**config.mk**
```make
export PLATFORM = sky130hd
export DESIGN_NAME = kmtc_iter
export DESIGN_NICKNAME = d
export VERILOG_FILES = /design/src/rtl/kmtc_pkg.sv /design/src/rtl/kmtc_iter.sv
export SDC_FILE = /design/constraint.sdc
export NUM_CORES = 1
export LEC_CHECK = 0
export BUFFER_PORTS_ARGS = -buffer_cell sky130_fd_sc_hd__buf_4
export CAP_MARGIN = 0
export CORE_MARGIN = 4
export CORE_UTILIZATION = 64
export DETAILED_ROUTE_END_ITERATION = 10
export PLACE_DENSITY = 0.88
export REMOVE_ABC_BUFFERS = 1
export SETUP_SLACK_MARGIN = 0.1
export SLEW_MARGIN = 30
export SYNTH_ARGS = -nofsm -noshare
export SYNTH_HDL_FRONTEND = slang
export SYNTH_SLANG_ARGS = --single-unit
```
**constraint.sdc**
```tcl
create_clock -name clk_i -period 6.4 [get_ports clk_i]
set_clock_uncertainty 0.15 [all_clocks]
set_input_delay 0 -clock clk_i [delete_from_list [all_inputs] [get_ports clk_i]]
set_output_delay 0 -clock clk_i [all_outputs]
set_load 0.005 [all_outputs]
```
**src/rtl/kmtc_pkg.sv**
```systemverilog
// Shared types, sizes and codes for the two-cluster k-means block.
package kmtc_pkg;

  localparam int COORD_W    = 16;
  localparam int MAX_POINTS = 1024;
  localparam int PIDX_W     = $clog2(MAX_POINTS);
  localparam int CNT_W      = PIDX_W + 1;
  localparam int SUM_W      = COORD_W + PIDX_W;
  localparam int Q_W        = COORD_W + 1;
  localparam int REM_W      = Q_W + 3;
  localparam int ARG_W      = 2 * Q_W;
  localparam int DIST_W     = 2 * COORD_W + 1;
  localparam int CFG_IDX_W  = 3;
  localparam int CFG_DATA_W = 16;
  localparam int IN_DATA_W  = 48;
  localparam int OUT_DATA_W = 88;

  localparam logic [Q_W-1:0] START_SHIFT = Q_W'(99999);

  localparam logic signed [COORD_W-1:0] RST_C0_X = 16'sd0;
  localparam logic signed [COORD_W-1:0] RST_C0_Y = 16'sd0;
  localparam logic signed [COORD_W-1:0] RST_C1_X = 16'sd256;
  localparam logic signed [COORD_W-1:0] RST_C1_Y = 16'sd256;
  localparam logic [15:0] RST_THRESHOLD = 16'd512;
  localparam logic [7:0]  RST_CAP       = 8'd64;

  typedef enum logic [CFG_IDX_W-1:0] {
    REG_C0_X = 3'd0,
    REG_C0_Y = 3'd1,
    REG_C1_X = 3'd2,
    REG_C1_Y = 3'd3,
    REG_THR  = 3'd4,
    REG_CAP  = 3'd5
  } reg_idx_e;

  typedef enum logic [1:0] {
    CMD_LOAD  = 2'd0,
    CMD_RUN   = 2'd1,
    CMD_READ  = 2'd2,
    CMD_CLEAR = 2'd3
  } cmd_e;

  typedef enum logic [1:0] {
    ST_OK     = 2'd0,
    ST_FULL   = 2'd1,
    ST_BADIDX = 2'd2,
    ST_EMPTY  = 2'd3
  } status_e;

  typedef enum logic {
    OP_DIV  = 1'b0,
    OP_SQRT = 1'b1
  } unit_op_e;

  typedef struct packed {
    logic     start;
    unit_op_e op;
  } iter_req_t;

  typedef enum logic [3:0] {
    S_IDLE, S_READ, S_RESP, S_PINIT, S_FETCH, S_DIST, S_ASSIGN,
    S_UPD, S_DIV, S_DIVW, S_SD, S_SQ, S_SQW, S_PEND
  } state_e;

endpackage

```
**src/rtl/kmtc_iter.sv**
```systemverilog
// Shared shift-subtract unit: restoring divide or integer square root, one bit a cycle.
module kmtc_iter (
  input  logic                     clk_i,
  input  logic                     rst_ni,
  input  kmtc_pkg::iter_req_t      req_i,
  input  logic [kmtc_pkg::ARG_W-1:0] arg_i,
  input  logic [kmtc_pkg::CNT_W-1:0] den_i,
  output logic                     done_o,
  output logic [kmtc_pkg::Q_W-1:0] res_o
);
  import kmtc_pkg::*;

  localparam int CNT_BITS = $clog2(Q_W + 1);

  logic                busy_q, done_q;
  unit_op_e            op_q;
  logic [CNT_BITS-1:0] cnt_q;
  logic [ARG_W-1:0]    sh_q;
  logic [REM_W-1:0]    rem_q, rem_sh, trial, diff, rem_d;
  logic [Q_W-1:0]      q_q;
  logic [CNT_W-1:0]    den_q;
  logic                ge;

  always_comb begin
    if (op_q == OP_DIV) begin
      rem_sh = {rem_q[REM_W-2:0], sh_q[ARG_W-1]};
      trial  = REM_W'(den_q);
    end else begin
      rem_sh = {rem_q[REM_W-3:0], sh_q[ARG_W-1:ARG_W-2]};
      trial  = REM_W'({q_q, 2'b01});
    end
    diff  = rem_sh - trial;
    ge    = rem_sh >= trial;
    rem_d = ge ? diff : rem_sh;
  end

  always_ff @(posedge clk_i or negedge rst_ni) begin
    if (!rst_ni) begin
      busy_q <= 1'b0;
      done_q <= 1'b0;
      cnt_q  <= '0;
    end else begin
      done_q <= 1'b0;
      if (req_i.start) begin
        busy_q <= 1'b1;
        cnt_q  <= '0;
      end else if (busy_q) begin
        cnt_q <= cnt_q + 1'b1;
        if (cnt_q == CNT_BITS'(Q_W - 1)) begin
          busy_q <= 1'b0;
          done_q <= 1'b1;
        end
      end
    end
  end

  always_ff @(posedge clk_i) begin
    if (req_i.start) begin
      op_q  <= req_i.op;
      den_q <= den_i;
      q_q   <= '0;
      if (req_i.op == OP_DIV) begin
        // quotient is known to fit Q_W bits, so the top part is already below den
        rem_q <= REM_W'(arg_i[SUM_W-1:Q_W]);
        sh_q  <= {arg_i[Q_W-1:0], {(ARG_W-Q_W){1'b0}}};
      end else begin
        rem_q <= '0;
        sh_q  <= arg_i;
      end
    end else if (busy_q) begin
      rem_q <= rem_d;
      q_q   <= {q_q[Q_W-2:0], ge};
      sh_q  <= (op_q == OP_DIV) ? {sh_q[ARG_W-2:0], 1'b0} : {sh_q[ARG_W-3:0], 2'b00};
    end
  end

  assign done_o = done_q;
  assign res_o  = q_q;

`ifndef NO_ASSERTIONS
  a_no_restart: assert property (@(posedge clk_i) disable iff (!rst_ni)
    req_i.start |-> !busy_q)
    else $error("iter unit restarted while busy");
  a_done_idle: assert property (@(posedge clk_i) disable iff (!rst_ni)
    done_q |-> !busy_q)
    else $error("iter done while still busy");
  a_start_done: assert property (@(posedge clk_i) disable iff (!rst_ni)
    req_i.start |=> busy_q && !done_q)
    else $error("iter did not go busy after start");
`endif

endmodule

```
==> results.md, run 1 <==
* H-tree levels at 3
* Min Tclk post-route at 4.09 ns
* Fin. Hold Viols at 0
* CTS tree: done
* Routability congestion estimate from global placement at 0.978
* Detail Route Antenna Nets at 0
* Post-route worst setup slack at 2.31 ns
* Layout Nets at 714
* I/O pins at 67
* Top cell type by total area after synthesis: sky130_fd_sc_hd__edfxtp_1
* Initial cell density of the core at 66.8%
* Cells traversed along the worst timing path: buf_4, mux2i_1, ha_1, inv_1, fa_1, a21o_1, a221o_2, a211oi_4, a211o_4, nand2_2, a221o_1
* Worst setup SP type: register
* CP max FO at 40
* First-pass GRT wire length at 23.6 mm
* Quantity of I/O buffers inserted on ports at 66
* Area of the die at 10300 um^2
* Max frequency at 244 MHz
* Library cells used by synthesis at 62
* Via count of the first global-routing pass at 4812
* Post-synthesis average cell area at 10.3 um^2
* Max-slew headroom at 45.4%
* Maximum number of pins on one net before global-route repair at 84
* Required time at the worst-slack endpoint at 6.36 ns
* Arrival time reported for the critical path endpoint at 4.05 ns
* Register share of total power at 31.8%
* Count of unresolved DRC violations after routing at 0
* CP bufs+invs at 2
* Cell internal power dissipation at 1.45 mW
* Worst slack at placement at 2.41 ns
* Layout Area Growth over Synthesis at 21.2%
* Lkg Pwr at 2.89 nW
* Max-capacitance violation count at 0
* Setup slack of the most critical reg-to-reg path at 2.31 ns
* Cell family with the largest share of critical-path delay: compound AO/OA/AOI/OAI gates
* Antenna violations before repair at 0
* Worst hold-check path type: input pin to register
* Endpoint type of the worst setup path: register
* Number of antenna cells inserted at 0
* Net Sw Power at 1.06 mW
* Clock slew seen by the registers of the worst setup and hold paths at 0.09 ns
* Core Footprint at 8380 um^2
* Max stage delay cell, worst path: sky130_fd_sc_hd__buf_4
* Switching portion of total power at 42.0%
* Share of final-layout standard cells stronger than drive strength 1 at 18.1%
* Die X at 102 um
* Clock share of power at 14.6%
* Number of detailed-route iterations in the first pass at 5
* Commonest non-fill, non-tap cells in the layout: sky130_fd_sc_hd__buf_4, sky130_fd_sc_hd__edfxtp_1, sky130_fd_sc_hd__mux2i_1, sky130_fd_sc_hd__nand2_1, sky130_fd_sc_hd__dlygate4sd3_1
* GRT Overall Usage at 29.4%
* Leading cell types by total area after synthesis: sky130_fd_sc_hd__edfxtp_1, sky130_fd_sc_hd__mux2i_1, sky130_fd_sc_hd__dfxtp_1
* Total Neg Setup Slack at 0 ns
* Clock latency at the later pin of the worst-skew pair at 0.37 ns
* Overall via count from detail_route at 4890
* Count of clock tree sinks at 89
* Largest incremental delay on the critical path at 0.45 ns
* Total wire length at 14.8 mm
* Post_cts resized at 0
* Final Max Tran Viols at 0
* Tightest Pin Transition at 0.819 ns
* Fin crit share at 63.9%
* Most common library cell in the layout ignoring fill and taps: sky130_fd_sc_hd__buf_4
* Clk buf depth at 2
* Status: finished, final reports clean
* Number of design-rule violations left by the first detailed-router iteration at 496
* Cell area after synthesis at 5600 um^2
* Num rows at 33
* Post-synthesis sequential area ratio at 44.1%
* Wire length per cell at 19.6 um
* Number of vias per cell after detailed routing at 6.49
* Die boundary height at 102 um
* Top flip-flop cell by instance count after synthesis: sky130_fd_sc_hd__edfxtp_1
* Kind of critical path: register to register
* Combinational share of power at 53.6%
* Post-synthesis async set-or-reset flop share at 7.87%
* Number of warnings printed during yosys synthesis at 0
* Final setup vio count at 0
* EDFF count, synth at 65
* Remaining global-route overflow at 0
* Clk root buf: sky130_fd_sc_hd__clkbuf_8
* Number of buffers created by CTS at 9
* Detailed Place HPWL at 9.11 mm
* Unrepaired setup endpoints after global routing: no
* Power per unit of standard cell area at 370 nW/um^2
* Top-area cell type share of the netlist area at 34.9%
* Maximum VDD drop at 0.226 mV
* Flops & latches, synth at 89
* Cells after Synth at 546
through the flow:
step | instance area [um^2] | hold WS [ns] | instances | power, mW | utilization (%)
2_1_floorplan | 5450 | -0.446 | 512 | 1.76 | -
3_3_place_gp | 6110 | -0.336 | 688 | 2.02 | 73.0
3_5_place_dp | 6110 | -0.332 | 688 | 2.07 | 73.0
4_1_cts | 6790 | 0.188 | 753 | 2.46 | 81.0
5_1_grt | 6790 | 0.198 | 753 | 2.65 | 81.0
6_report | 6790 | 0.204 | 753 | 2.51 | 81.0
routing by layer:
layer	share of wire [%]	vias up	track usage (%)
met2	49	279	47.9
li1	-	2255	-
met4	2.6	0	10.5
met3	8.4	33	5.65
met5	0	-	0
met1	40	2323	39.4
Yosys cell counts, types with 5 or more instances:
| cell type | number |
|---|---|
| sky130_fd_sc_hd__o31ai_1 | 6 |
| sky130_fd_sc_hd__inv_1 | 7 |
| sky130_fd_sc_hd__nor3_1 | 14 |
| sky130_fd_sc_hd__nand3_1 | 13 |
| sky130_fd_sc_hd__nor2_1 | 36 |
| sky130_fd_sc_hd__and3_1 | 5 |
| sky130_fd_sc_hd__buf_1 | 8 |
| sky130_fd_sc_hd__mux2i_1 | 60 |
| sky130_fd_sc_hd__ha_1 | 21 |
| sky130_fd_sc_hd__dfrtp_1 | 7 |
| sky130_fd_sc_hd__xor2_1 | 7 |
| sky130_fd_sc_hd__o21a_1 | 5 |
| sky130_fd_sc_hd__xnor2_1 | 6 |
| sky130_fd_sc_hd__a211o_1 | 5 |
| sky130_fd_sc_hd__o211ai_1 | 5 |
| sky130_fd_sc_hd__nor2b_1 | 19 |
| sky130_fd_sc_hd__dfxtp_1 | 17 |
| sky130_fd_sc_hd__edfxtp_1 | 65 |
| sky130_fd_sc_hd__nand2_1 | 50 |
| sky130_fd_sc_hd__nand4_1 | 6 |
| sky130_fd_sc_hd__mux2_2 | 18 |
| sky130_fd_sc_hd__a21oi_1 | 39 |
| sky130_fd_sc_hd__a211oi_1 | 19 |
| sky130_fd_sc_hd__buf_2 | 5 |
| sky130_fd_sc_hd__o21ai_0 | 27 |
| sky130_fd_sc_hd__clkbuf_1 | 18 |
| sky130_fd_sc_hd__a21o_1 | 7 |
final timing paths:
path | end | depth (start not counted) | from
max | rem_q[6] | 11 | op_q
max reg2reg | rem_q[6] | 11 | op_q
min in group asynchronous | busy_q | 3 | rst_ni
min | den_q[4] | 2 | den_i[4]
max in group asynchronous | cnt_q[1] | 3 | rst_ni
min reg2reg | res_o[13] | 2 | res_o[13]
power groups by stage:
stage	sequential, mW	combinational (mW)	clock (mW)
2_1_floorplan	0.791	0.969	0
3_3_place_gp	0.801	1.22	0
3_5_place_dp	0.802	1.27	0
4_1_cts	0.792	1.30	0.366
5_1_grt	0.804	1.45	0.393
6_report	0.797	1.35	0.368
area by class of cell:
| type | count | area [um^2] |
|---|---|---|
| clock buffers | 11 | 141 |
| clock inverters | 5 | 40.0 |
| fillers | 504 | 1600 |
| inverters | 7 | 26.3 |
| multi-input cells | 416 | 2960 |
| flip-flops and latches | 89 | 2470 |
| well taps | 105 | 131 |
| repair buffers | 120 | 1020 |
logic make-up (layout without fill, tap and decap cells):
| group | count (synthesis) | count (layout) | synth area share [%] |
|---|---|---|---|
| AOI/OAI and AO/OA | 144 | 144 | 17.8 |
| xor gates and xnor gates | 13 | 13 | 2.03 |
| adders and majority gates | 22 | 22 | 5.05 |
| buffers and inverters | 41 | 143 | 3.15 |
| DFF | 89 | 89 | 44.1 |
| muxes | 78 | 78 | 14.3 |
| and+or+nand+nor | 159 | 159 | 13.6 |
timing repair:
item,4_1_cts,5_1_grt
setup buffers,0,0
hold buffers,49,0
hold endpoints to repair,79,0
flip-flops by register name (all words and copies together), names as in the netlist:
name,flops
busy_q,1
sh_q,34
den_q,11
rem_q,19
done_o,1
res_o,17
cnt_q,5
op_q,1
worst reg2reg max path, stage by stage, from the launching register on:
cell,delay (ns)
sky130_fd_sc_hd__edfxtp_1,0.36
sky130_fd_sc_hd__buf_4,0.45
sky130_fd_sc_hd__mux2i_1,0.37
sky130_fd_sc_hd__ha_1,0.25
sky130_fd_sc_hd__inv_1,0.07
sky130_fd_sc_hd__fa_1,0.39
sky130_fd_sc_hd__a21o_1,0.21
sky130_fd_sc_hd__a221o_2,0.43
sky130_fd_sc_hd__a211oi_4,0.38
sky130_fd_sc_hd__a211o_4,0.30
sky130_fd_sc_hd__nand2_2,0.16
sky130_fd_sc_hd__a221o_1,0.34
No activity file was read; power rests on OpenSTA's default activity.
==> run 2: changes to the inputs <==
- ABC_AREA: unset -> 1
- CORE_UTILIZATION: 64 -> 59
- PLACE_DENSITY: 0.88 -> 0.82
- clock period: 6.4 -> 4.2 ns (I/O delays scaled with it)
==> run 2 against run 1 <==
Effect of this change: total power is 40% higher; sequential share of layout area is 1.1 points lower; worst setup slack worse by 1.4 ns; area after synthesis is 2.7% higher; maximum frequency is 23% higher; utilization is 6.3 points lower; sequential cell count stayed put; final cell count is 31% higher; routed wire length is 3.0% higher.
==> results.md, run 2 <==
* Worst hold slack across all endpoints at 0.118 ns (-0.0863 ns)
* Number of buffers created by CTS at 9 (unchanged)
* Die X at 107 um (+5.1%)
* CTS tree: done
* Register share of total power at 34.1% (+2.3 points)
* Kind of critical path: register to register
* Clk buf depth at 2 (unchanged)
* Post-synthesis sequential area ratio at 42.9% (-1.2 points)
* Hold path startpoint: req_i[1]
* Final non-filler cell area at 7000 um^2 (+3.1%)
* Remaining global-route overflow at 0 (unchanged)
* Lkg Pwr at 3.22 nW (+11%)
* CP max FO at 48 (+20%)
* Net Sw Power at 1.45 mW (+37%)
* Placed cell areas at 6300 um^2 (+3.0%)
* Max stage delay cell, worst path: sky130_fd_sc_hd__fa_1
* Clk root buf: sky130_fd_sc_hd__clkbuf_8
* Tightest Pin Transition at 0.803 ns (-0.0156 ns)
* Clock slew seen by the registers of the worst setup and hold paths at 0.10 ns (about the same)
* I/O pins at 67 (unchanged)
* Antenna violations before repair at 0 (unchanged)
* Cell depth of the worst hold path at 1 (-1)
* Fin crit share at 79.4% (+15 points)
* Switching portion of total power at 41.4% (-0.63 points)
* Most common library cell in the layout ignoring fill and taps: sky130_fd_sc_hd__nand2_1
* Sequential standard cell area at 2470 um^2 (unchanged)
* Number of design-rule violations left by the first detailed-router iteration at 498 (+0.40%)
* Number of vias per cell after detailed routing at 5.63 (-13%)
* Post-layout total power at 3.50 mW (+40%)
* Worst setup SP type: register
* Endpoint type of the worst setup path: register
* Initial cell density of the core at 61.4% (-5.4 points)
* Overall via count from detail_route at 5558 (+14%)
* Min Tclk post-route at 3.34 ns (-0.757 ns)
* Quantity of I/O buffers inserted on ports at 66 (unchanged)
* Reg-to-reg critical path endpoint: rem_q[2]
* Worst r2r path cells at 16 (+5)
* Cell internal power dissipation at 2.05 mW (+41%)
* Required time at the worst-slack endpoint at 4.16 ns (-2.20 ns)
* Number of detailed-route iterations in the first pass at 5 (unchanged)
* Fin. Hold Viols at 0 (unchanged)
* Detailed Place HPWL at 10.2 mm (+12%)
* Library cells used by synthesis at 37 (-40%)
* Status: finished, final reports clean
* Max FFs per register at 34 (unchanged)
* Total wire length at 15.2 mm (+3.0%)
* Flops & latches, synth at 89 (unchanged)
* Commonest non-fill, non-tap cells in the layout: sky130_fd_sc_hd__nand2_1, sky130_fd_sc_hd__nor2_1, sky130_fd_sc_hd__inv_1, sky130_fd_sc_hd__nand3_1, sky130_fd_sc_hd__buf_4
* Most common cell on crit path: sky130_fd_sc_hd__nand3_1
* First-pass GRT wire length at 25.0 mm (+5.7%)
* Wire length per cell at 15.4 um (-21%)
* Largest incremental delay on the critical path at 0.45 ns (about the same)
* Post-synthesis async set-or-reset flop share at 7.87% (unchanged)
* Unrepaired setup endpoints after global routing: no
* Post-synthesis average cell area at 7.59 um^2 (-26%)
* Clock latency at the later pin of the worst-skew pair at 0.36 ns (about the same)
* Top-area cell type share of the netlist area at 33.9% (-0.92 points)
* Endpoint with the worst hold slack: den_q[8]
* Layout Nets at 924 (+29%)
* Routability congestion estimate from global placement at 0.970 (-0.81%)
* Share of final-layout standard cells stronger than drive strength 1 at 14.1% (-4.0 points)
* Max-capacitance violation count at 0 (unchanged)
* Multi-input gate area in the final layout at 2790 um^2 (-5.5%)
* Max-slew headroom at 46.4% (+1.0 points)
* Number of antenna cells inserted at 0 (unchanged)
* Post-CTS setup buffer count at 0 (unchanged)
* Core Footprint at 9370 um^2 (+12%)
* Reg-to-reg critical path startpoint: op_q
* Maximum VDD drop at 0.260 mV (+15%)
* Cell area after synthesis at 5750 um^2 (+2.7%)
* Num rows at 35 (+6.1%)
* Count of unresolved DRC violations after routing at 0 (unchanged)
* Leading cell type by number of instances after synthesis: sky130_fd_sc_hd__nand2_1
* Maximum number of pins on one net before global-route repair at 82 (-2.4%)
* Count of clock tree sinks at 89 (unchanged)
* Cells after Synth at 758 (+39%)
* Via count of the first global-routing pass at 5294 (+10%)
* Fillers at 719 (+43%)
* Layout Area Growth over Synthesis at 21.6%
* Non-filler cells in the finished layout at 987 (+31%)
* Die boundary height at 107 um (+5.1%)
* Power per unit of standard cell area at 501 nW/um^2 (+35%)
* EDFF count, synth at 65 (unchanged)
* Setup slack of the most critical reg-to-reg path at 0.86 ns (-1.44 ns)
* Worst hold-check path type: input pin to register
* Top register by number of flip-flops: sh_q
* Arrival time reported for the critical path endpoint at 3.29 ns (-0.76 ns)
* Cells traversed along the worst timing path: buf_4, nand2_1, o21ai_0, ha_1, inv_1, fa_1, nand3_1, nand3_1, nand3_1, inv_1, nor2_1, nand2_4, nand2_8, nand2_1, nand3_1, nand2_1
* Number of warnings printed during yosys synthesis at 0 (unchanged)
* Leading cell types by total area after synthesis: sky130_fd_sc_hd__edfxtp_1, sky130_fd_sc_hd__nand2_1, sky130_fd_sc_hd__nor2_1
* Post-Route Utilization at 74.6% (-6.3 points)
* Max frequency at 300 MHz (+23%)
* H-tree levels at 3 (unchanged)
* Worst slack at placement at 0.920 ns (-1.49 ns)
* Top flip-flop cell by instance count after synthesis: sky130_fd_sc_hd__edfxtp_1
* Top cell type by total area after synthesis: sky130_fd_sc_hd__edfxtp_1
* Total Neg Setup Slack at 0 ns (unchanged)
* Area of the die at 11400 um^2 (+11%)
* Clock share of power at 17.7% (+3.1 points)
* Post-route worst setup slack at 0.864 ns (-1.44 ns)
* Final setup vio count at 0 (unchanged)
* Detail Route Antenna Nets at 0 (unchanged)
* GRT Overall Usage at 27.1% (-2.3 points)
* Combinational share of power at 48.2% (-5.4 points)
* Number of cells in the design after placement at 923 (+34%)
* Synth cell count leaders: sky130_fd_sc_hd__nand2_1, sky130_fd_sc_hd__nor2_1, sky130_fd_sc_hd__inv_1, sky130_fd_sc_hd__nand3_1, sky130_fd_sc_hd__edfxtp_1
* Final Max Tran Viols at 0 (unchanged)
-- run 2: worst max-delay path: cells and delay by family, from the launching register on --
family / cells / cell delay, ns
and+or+nand+nor: 10 / 1.19
buffers and inverters: 3 / 0.53
adders and majority gates: 2 / 0.64
AOI/OAI and AO/OA: 1 / 0.12
DFF: 1 / 0.43
-- run 2: how the worst max path moves through the flow --
stage          start        to  slack [ns]
4_1_cts         op_q  rem_q[2]        0.89
3_5_place_dp    op_q  rem_q[2]        0.92
2_1_floorplan   op_q  rem_q[0]        -0.1
3_3_place_gp    op_q  rem_q[1]        1.05
5_1_grt         op_q  rem_q[5]        0.52
6_report        op_q  rem_q[2]        0.86
-- run 2: layout make-up --
cell class	count	share of cell area [%]
inverters	89	4.81
clock inverters	4	0.429
repair buffers	118	14.6
multi-input cells	546	39.9
flip-flops and latches	89	35.3
clock buffers	12	2.68
well taps	129	2.31
-- run 2: layer usage --
metal	routed length, um	GRT usage [%]
met1	6350	36.2
met2	7400	45.2
met3	1210	4.82
met4	236	8.22
met5	0	0
-- run 2: cell families after synthesis --
kind of cell / Yosys count / share of synthesized area, %
AND/OR/NAND/NOR: 406 / 30.5
AO/OA/AOI/OAI: 109 / 11.7
flip-flops: 89 / 42.9
adder cells (fa/ha/maj): 22 / 4.92
multiplexers: 1 / 0.174
XOR/XNOR: 8 / 1.22
buffers and inverters: 123 / 8.59
-- run 2: what timing repair did --
action,4_1_cts,5_1_grt
hold buffers,48,0
gates resized for setup,0,0
hold endpoints to repair,62,0
-- run 2: power by group through the flow --
stage | clock network [mW] | registers (mW) | logic [mW]
after floorplan | 0 | 1.20 | 1.19
after global placement | 0 | 1.21 | 1.58
after detailed placement | 0 | 1.21 | 1.60
after CTS | 0.631 | 1.19 | 1.66
after global routing | 0.670 | 1.21 | 1.89
final | 0.620 | 1.19 | 1.69
